File: src/rtl/core/assert_macros.svh
// Assertion macros shared by the RTL files of this folder.
`ifndef ASSERT_MACROS_SVH
`define ASSERT_MACROS_SVH
`ifndef NO_ASSERTIONS
`define ASSERT_IMPL(lbl, clk, rstn, prop, msg) \
  lbl: assert property (@(posedge clk) disable iff (!rstn) (prop)) else $error(msg);
`define ASSERT_NEVER(lbl, clk, rstn, prop, msg) \
  lbl: assert property (@(posedge clk) disable iff (!rstn) !(prop)) else $error(msg);
`else
`define ASSERT_IMPL(lbl, clk, rstn, prop, msg)
`define ASSERT_NEVER(lbl, clk, rstn, prop, msg)
`endif
`endif

File: src/rtl/core/dktpq_pkg.sv
// ----------------------------------------------------------------------------
// dktpq_pkg
// Types, codes and the date check shared by the queue modules.
// ----------------------------------------------------------------------------
`timescale 1ns / 1ps
`default_nettype none
package dktpq_pkg;
  localparam int unsigned CapacityDef = 16;
  localparam int unsigned TagW  = 16;
  localparam int unsigned PrioW = 16;
  localparam int unsigned DateW = 23;

  typedef enum logic [2:0] {
    REQ_INSERT     = 3'd0,
    REQ_POP_PRIO   = 3'd1,
    REQ_POP_DUE    = 3'd2,
    REQ_CHG_DUE    = 3'd3,
    REQ_CHG_PRIO   = 3'd4
  } req_e;

  typedef enum logic [1:0] {
    ST_OK      = 2'd0,
    ST_EMPTY   = 2'd1,
    ST_BAD_DATE = 2'd2,
    ST_FULL    = 2'd3
  } status_e;

  // list operation codes
  typedef enum logic [1:0] {
    LOP_INS  = 2'd0,
    LOP_POP  = 2'd1,
    LOP_DEL  = 2'd2,
    LOP_NONE = 2'd3
  } lop_e;

  typedef struct packed {
    logic          go;
    lop_e          op;
    logic [TagW-1:0] tag;
  } lcmd_t;

  // Leap test: quotient and remainder of the year by 100 from a reciprocal
  // multiply, then the low bits of each decide.
  function automatic logic is_leap(input logic [13:0] y);
    logic [13:0] q100;
    logic [13:0] r100;
    logic [27:0] prod;
    prod = y * 14'd655;  // (y*655)>>16 is y/100 or one below it, then step up
    q100 = {2'b00, prod[27:16]};
    r100 = y - 14'(q100 * 7'd100);
    if (r100 >= 14'd100) begin
      r100 = r100 - 14'd100;
      q100 = q100 + 14'd1;
    end
    is_leap = (y[1:0] == 2'b00 && r100 != 14'd0) ||
              (r100 == 14'd0 && q100[1:0] == 2'b00);
  endfunction

  function automatic logic date_ok(input logic [4:0] d, input logic [3:0] m,
                                   input logic [13:0] y);
    logic [4:0] lim;
    lim = 5'd0;
    unique case (m)
      4'd1, 4'd3, 4'd5, 4'd7, 4'd8, 4'd10, 4'd12: lim = 5'd31;
      4'd4, 4'd6, 4'd9, 4'd11: lim = 5'd30;
      4'd2: lim = is_leap(y) ? 5'd29 : 5'd28;
      default: lim = 5'd0;
    endcase
    date_ok = (d != 5'd0) && (d <= lim);
  endfunction
endpackage
`default_nettype wire

File: src/rtl/core/dktpq_list.sv
// ----------------------------------------------------------------------------
// dktpq_list
// Sorted list of tag/key pairs held as a shifting chain of cells. Each
// command compares every cell at once; the cells are registered.
// ----------------------------------------------------------------------------
`timescale 1ns / 1ps
`default_nettype none
module dktpq_list import dktpq_pkg::*; #(
  parameter int unsigned Capacity = CapacityDef,
  parameter int unsigned KeyW     = PrioW,
  parameter logic [KeyW-1:0] Bias = '0
) (
  input  wire logic            clk_i,
  input  wire logic            rst_ni,
  input  wire lcmd_t           cmd_i,
  input  wire logic [KeyW-1:0] key_i,
  output logic                 empty_o,
  output logic                 full_o,
  output logic                 hit_o,
  output logic [TagW-1:0]      front_o
);
  localparam int unsigned CntW = $clog2(Capacity + 1);

  logic [TagW-1:0] tag_q [Capacity];
  logic [KeyW-1:0] key_q [Capacity];
  logic [CntW-1:0] cnt_q;

  logic [Capacity-1:0] used, match, first, before_ins, gt;

  // per-cell compare
  always_comb begin
    for (int i = 0; i < Capacity; i++) begin
      used[i]  = CntW'(i) < cnt_q;
      match[i] = used[i] && tag_q[i] == cmd_i.tag;
      gt[i]    = used[i] && ((key_q[i] ^ Bias) >= (key_i ^ Bias));
    end
  end

  // first match: prefix of earlier matches
  always_comb begin
    logic seen;
    seen = 1'b0;
    for (int i = 0; i < Capacity; i++) begin
      first[i] = match[i] && !seen;
      before_ins[i] = seen;
      seen = seen | match[i];
    end
  end

  assign hit_o   = |match;
  assign empty_o = cnt_q == '0;
  assign full_o  = cnt_q == CntW'(Capacity);
  assign front_o = tag_q[0];

  // shift cells for insert or remove
  always_ff @(posedge clk_i) begin
    if (cmd_i.go) begin
      for (int i = 0; i < Capacity; i++) begin
        unique case (cmd_i.op)
          LOP_INS: begin
            if (gt[i] || !used[i]) begin
              if (i == 0 || !(gt[i-((i>0)?1:0)] || !used[i-((i>0)?1:0)])) begin
                tag_q[i] <= cmd_i.tag;
                key_q[i] <= key_i;
              end else begin
                tag_q[i] <= tag_q[i-((i>0)?1:0)];
                key_q[i] <= key_q[i-((i>0)?1:0)];
              end
            end
          end
          LOP_POP, LOP_DEL: begin
            if (i + 1 < Capacity) begin
              if ((cmd_i.op == LOP_POP) || before_ins[i] || first[i]) begin
                tag_q[i] <= tag_q[(i + 1 < Capacity) ? i + 1 : i];
                key_q[i] <= key_q[(i + 1 < Capacity) ? i + 1 : i];
              end
            end
          end
          default: ;
        endcase
      end
    end
  end

  // track fill
  always_ff @(posedge clk_i or negedge rst_ni) begin
    if (!rst_ni) begin
      cnt_q <= '0;
    end else if (cmd_i.go) begin
      unique case (cmd_i.op)
        LOP_INS: if (!full_o) cnt_q <= cnt_q + 1'b1;
        LOP_POP: if (!empty_o) cnt_q <= cnt_q - 1'b1;
        LOP_DEL: if (hit_o) cnt_q <= cnt_q - 1'b1;
        default: ;
      endcase
    end
  end

  `include "assert_macros.svh"
  `ASSERT_IMPL(a_cnt_range, clk_i, rst_ni, cnt_q <= CntW'(Capacity), "list count overflow")
  `ASSERT_NEVER(a_ins_full, clk_i, rst_ni, cmd_i.go && cmd_i.op == LOP_INS && full_o, "insert into full list")
  `ASSERT_NEVER(a_pop_empty, clk_i, rst_ni, cmd_i.go && cmd_i.op == LOP_POP && empty_o, "pop of empty list")
endmodule
`default_nettype wire

File: config.mk
export PLATFORM = sky130hd
export DESIGN_NAME = dktpq_list
export DESIGN_NICKNAME = d
export VERILOG_FILES = /design/src/rtl/core/dktpq_pkg.sv /design/src/rtl/core/dktpq_list.sv
export VERILOG_INCLUDE_DIRS = /design/src /design/src/rtl/core
export SDC_FILE = /design/constraint.sdc
export NUM_CORES = 2
export LEC_CHECK = 0
export BUFFER_PORTS_ARGS = -buffer_cell sky130_fd_sc_hd__clkbuf_2
export CAP_MARGIN = 20
export CORE_MARGIN = 4
export CORE_UTILIZATION = 25
export DETAILED_ROUTE_END_ITERATION = 8
export MAX_ROUTING_LAYER = met4
export PLACE_DENSITY = 0.43
export SLEW_MARGIN = 20
export SYNTH_ARGS = -nofsm -noshare
export SYNTH_HDL_FRONTEND = slang
export SYNTH_SLANG_ARGS = --single-unit
export TNS_END_PERCENT = 50
File: constraint.sdc
create_clock -name clk_i -period 11.3 [get_ports clk_i]
set_input_delay 0.565 -clock clk_i [delete_from_list [all_inputs] [get_ports clk_i]]
set_output_delay 0.565 -clock clk_i [all_outputs]
set_load 0.02 [all_outputs]
==> impl_table.tex <==
\begin{tabular}{lr}
\hline
Metric & Value \\
\hline
\multicolumn{2}{l}{\textbf{Logic synthesis}} \\
Number of synthesized flops with an enable pin & 512 \\
Share of Yosys cell area claimed by the top area cell type & 0.429 \\
Number of flip-flops and latches in the synthesized netlist & 517 \\
Post-synthesis async set-or-reset flop share & 0.00967 \\
Library cell with the largest summed area after synthesis & sky130\_fd\_sc\_hd\_\_edfxtp\_1 \\
Number of library cell types mapped by synthesis & 69 \\
Number of warnings reported in the yosys synthesis log & 0 \\
Number of standard cells after synthesis & roughly 3200 \\
Share of the yosys chip area belonging to registers & 0.433 \\
Cells taking the most area after synthesis & sky130\_fd\_sc\_hd\_\_edfxtp\_1, sky130\_fd\_sc\_hd\_\_mux2\_2, sky130\_fd\_sc\_hd\_\_ha\_1, sky130\_fd\_sc\_hd\_\_mux2i\_1, sky130\_fd\_sc\_hd\_\_xor2\_1 \\
Synth Net Count & 3505 \\
Netlist area before placement & around 36000 sq um \\
Syn Area/Cell & 11.2 sq um \\
Main synth FF type & sky130\_fd\_sc\_hd\_\_edfxtp\_1 \\
\multicolumn{2}{l}{\textbf{STA}} \\
Worst slew margin relative to its limit & 0.249 \\
Hold Violations, Final & 0 \\
Transition time of the tightest slew-check pin & 1120 ps \\
Fraction of the cycle the final worst path needs & 0.485 \\
FMAX & 0.182 GHz \\
Count of endpoints failing setup in the final report & 0 \\
Fin. max-slew vios & 0 \\
Clock skew after layout & about 28 ps \\
Final setup TNS & 0 ps \\
Unrepaired setup endpoints after global routing & false \\
Time the final worst path needs with I/O delays and setup & 5490 ps \\
\multicolumn{2}{l}{\textbf{Power}} \\
Total power per unit cell area & 147 nW/um\^{}2 \\
Worst vdd ir & about 0.00011 V \\
Static Leak & 14.9 nW \\
\multicolumn{2}{l}{\textbf{Job}} \\
Max-cap check violation count & 0 \\
\multicolumn{2}{l}{\textbf{Clock tree}} \\
Skew-Pair Late Insertion Delay & about 630 ps \\
Htree depth & 3 \\
Number of buffers inserted during clock tree synthesis & slightly above 70 \\
Number of setup buffers added after CTS & 0 \\
Maximum buffer depth of the clock tree & 3 \\
TritonCTS clock tree & done \\
Quantity of hold-fixing buffers added after cts & 1 \\
Num Clock Sinks & 517 \\
Root Driver & sky130\_fd\_sc\_hd\_\_clkbuf\_16 \\
Post-cts sizing count & 0 \\
Clock transition at the register clock pins on the worst setup and hold paths after CTS & 50 ps \\
\multicolumn{2}{l}{\textbf{Global route}} \\
Overall overflow remaining after global route & 0 \\
Maximum number of pins on one net before global-route repair & 66 \\
Wire length of the first global-routing pass & between 150 and 200 mm \\
Number of antenna violations at the first check in global routing & 10 \\
Total global-route track usage & 0.147 \\
Vias in the first global route & 25100 \\
\multicolumn{2}{l}{\textbf{Placed design}} \\
Port-buffer cells & 55 \\
Placed Cells incl. Taps & between 4000 and 5000 \\
Final RePlAce weighted congestion & just over 0.8 \\
Placed standard-cell area & $\sim$38000 sq um \\
HPWL reported at the end of detailed placement & 82.6 mm \\
\multicolumn{2}{l}{\textbf{Cells and area}} \\
Syn-to-layout area delta & 12.5\% \\
Fin nets & 3466 \\
Non-Filler Instances & 5114 \\
Layout cells sized above 1 & 0.202 \\
Summed area of non-filler cells in the final layout & 40300 sq um \\
Commonest cells after routing, fill and taps aside & sky130\_fd\_sc\_hd\_\_edfxtp\_1, sky130\_fd\_sc\_hd\_\_mux2\_2, sky130\_fd\_sc\_hd\_\_nor2\_1, sky130\_fd\_sc\_hd\_\_a21oi\_1, sky130\_fd\_sc\_hd\_\_ha\_1 \\
Most common library cell in the layout ignoring fill and taps & sky130\_fd\_sc\_hd\_\_edfxtp\_1 \\
\multicolumn{2}{l}{\textbf{Run status}} \\
Status & finished, final reports clean \\
\multicolumn{2}{l}{\textbf{Critical path}} \\
Category of the most critical setup path & flop to flop \\
Kind of start point of the critical path & flop \\
Data required time of the critical path & 11610 ps \\
Highest fanout seen on the critical path & 32 \\
Endpoint arrival time on the critical path & 5790 ps \\
Kind of end point of the critical path & flop \\
\multicolumn{2}{l}{\textbf{Routing}} \\
Vias per inst & 4.73 \\
Routed length per instance & 21.4 um \\
First drt pass iteration count & 5 \\
Overall via count from detail\_route & 24200 \\
DRC & 0 \\
Final routed wirelength across all metal layers & 109 mm \\
Antenna-violating nets left & 0 \\
First-iteration detailed-routing DRC count & $\sim$1800 \\
\multicolumn{2}{l}{\textbf{Die}} \\
Total Die Area & 149000 sq um \\
Die width & 386 um \\
I/O Pins & 56 \\
Area inside the core boundary & 142000 sq um \\
Die height & 386 um \\
Starting utilization of the core area & 0.252 \\
Site row count & 138 \\
\multicolumn{2}{l}{\textbf{Min path}} \\
Worst min-delay path class & primary input to async pin \\
\hline
\end{tabular}
## synth_stat cells, types with 5 or more instances
cell                        number
sky130_fd_sc_hd__a2111oi_0      10
sky130_fd_sc_hd__a211o_1         9
sky130_fd_sc_hd__a211oi_1       17
sky130_fd_sc_hd__a21o_1         45
sky130_fd_sc_hd__a21oi_1       282
sky130_fd_sc_hd__a31oi_1        54
sky130_fd_sc_hd__and3_1          6
sky130_fd_sc_hd__and4_1          5
sky130_fd_sc_hd__buf_1          22
sky130_fd_sc_hd__buf_12          6
sky130_fd_sc_hd__buf_2          24
sky130_fd_sc_hd__buf_4          36
sky130_fd_sc_hd__buf_6           9
sky130_fd_sc_hd__clkbuf_1      148
sky130_fd_sc_hd__dfrtp_1         5
sky130_fd_sc_hd__edfxtp_1      512
sky130_fd_sc_hd__ha_1          264
sky130_fd_sc_hd__inv_1          45
sky130_fd_sc_hd__mux2_1         28
sky130_fd_sc_hd__mux2_2        322
sky130_fd_sc_hd__mux2_4         56
sky130_fd_sc_hd__mux2i_1       206
sky130_fd_sc_hd__nand2_1       188
sky130_fd_sc_hd__nand2b_1       21
sky130_fd_sc_hd__nand3_1        48
sky130_fd_sc_hd__nand4_1        29
sky130_fd_sc_hd__nor2_1        293
sky130_fd_sc_hd__nor2b_1        12
sky130_fd_sc_hd__nor3_1         17
sky130_fd_sc_hd__nor4_1         54
sky130_fd_sc_hd__o2111ai_1       8
sky130_fd_sc_hd__o211ai_1        8
sky130_fd_sc_hd__o21a_1          8
sky130_fd_sc_hd__o21ai_0        84
sky130_fd_sc_hd__o31ai_1         7
sky130_fd_sc_hd__xnor2_1        38
sky130_fd_sc_hd__xor2_1        223
## metal layers
metal	vias up	share of wire	track usage
li1	11900	-	-
met1	11800	0.48	0.198
met2	376	0.47	0.236
met3	142	0.028	0.0163
met4	0	0.024	0.0375
met5	-	0	-
## path summary, 6_finish.rpt
path / cells after the start / from / slack [ps] / to
setup / recovery: 10 / cnt_q[4] / 5810 / tag_q[1][75]
hold / removal: 2 / rst_ni / 420 / cnt_q[4]
setup reg to reg: 10 / cnt_q[4] / 5810 / tag_q[1][75]
hold reg to reg: 1 / key_q[1][127] / 580 / key_q[1][111]
max in group asynchronous: 2 / rst_ni / 10690 / cnt_q[2]
min in group clk_i: 4 / cmd_i[18] / 490 / cnt_q[4]
## final cells by class
| class | instances | area, sq um |
|---|---|---|
| Fill cell | 14800 | 102000 |
| Multi-Input combinational cell | 2397 | 19100 |
| Sequential cell | 517 | 15500 |
| Tap cell | 1890 | 2360 |
| Clock buffer | 91 | 1960 |
| Timing Repair Buffer | 133 | 903 |
| Clock inverter | 36 | 238 |
| Inverter | 45 | 169 |
| Antenna cell | 5 | 12.5 |
## power breakdown
part | switching [W] | total [W] | leakage [nW] | internal (W)
logic | 0.000725 | 0.00123 | 9.05 | 0.000500
registers | 0.000180 | 0.00252 | 4.77 | 0.00234
clock network | 0.000904 | 0.00217 | 1.07 | 0.00127
## per-stage QoR
| stage | hold WS, ps | util | power [W] | setup WS, ps |
|---|---|---|---|---|
| after floorplan | 269 | - | 0.00335 | 6480 |
| after global placement | 425 | 0.268 | 0.00380 | 5950 |
| after detailed placement | 427 | 0.268 | 0.00381 | 5860 |
| after CTS | 373 | 0.284 | 0.00601 | 5830 |
| after global routing | 411 | 0.284 | 0.00621 | 5640 |
| final | 424 | 0.284 | 0.00592 | 5810 |
## cell families (layout without fill, tap and decap cells)
kind of cell / after synthesis / in the layout / synth area share
simple gates: 699 / 699 / 0.0875
mux: 612 / 612 / 0.191
compound gates: 561 / 561 / 0.0926
flops: 517 / 517 / 0.433
buf+inv: 290 / 305 / 0.0396
fa+ha+maj: 264 / 264 / 0.0923
xor+xnor: 261 / 261 / 0.0638
other cells: 0 / 5 / 0
## registers in the layout, indices dropped and copies added (netlist names)
name	count
cnt_q	5
key_q	256
tag_q	256
## critical path, stage by stage (launching register included)
cell and delay, ps:
sky130_fd_sc_hd__dfrtp_1 660, sky130_fd_sc_hd__nor3_2 960, sky130_fd_sc_hd__o21ai_0 340, sky130_fd_sc_hd__nand2_1 130, sky130_fd_sc_hd__o22ai_1 270, sky130_fd_sc_hd__or2_2 600, sky130_fd_sc_hd__or3_1 600, sky130_fd_sc_hd__nand2_1 670
sky130_fd_sc_hd__buf_4 420, sky130_fd_sc_hd__nand2_1 90, sky130_fd_sc_hd__buf_4 320
Note: power is estimated with default switching activity, not from simulation.
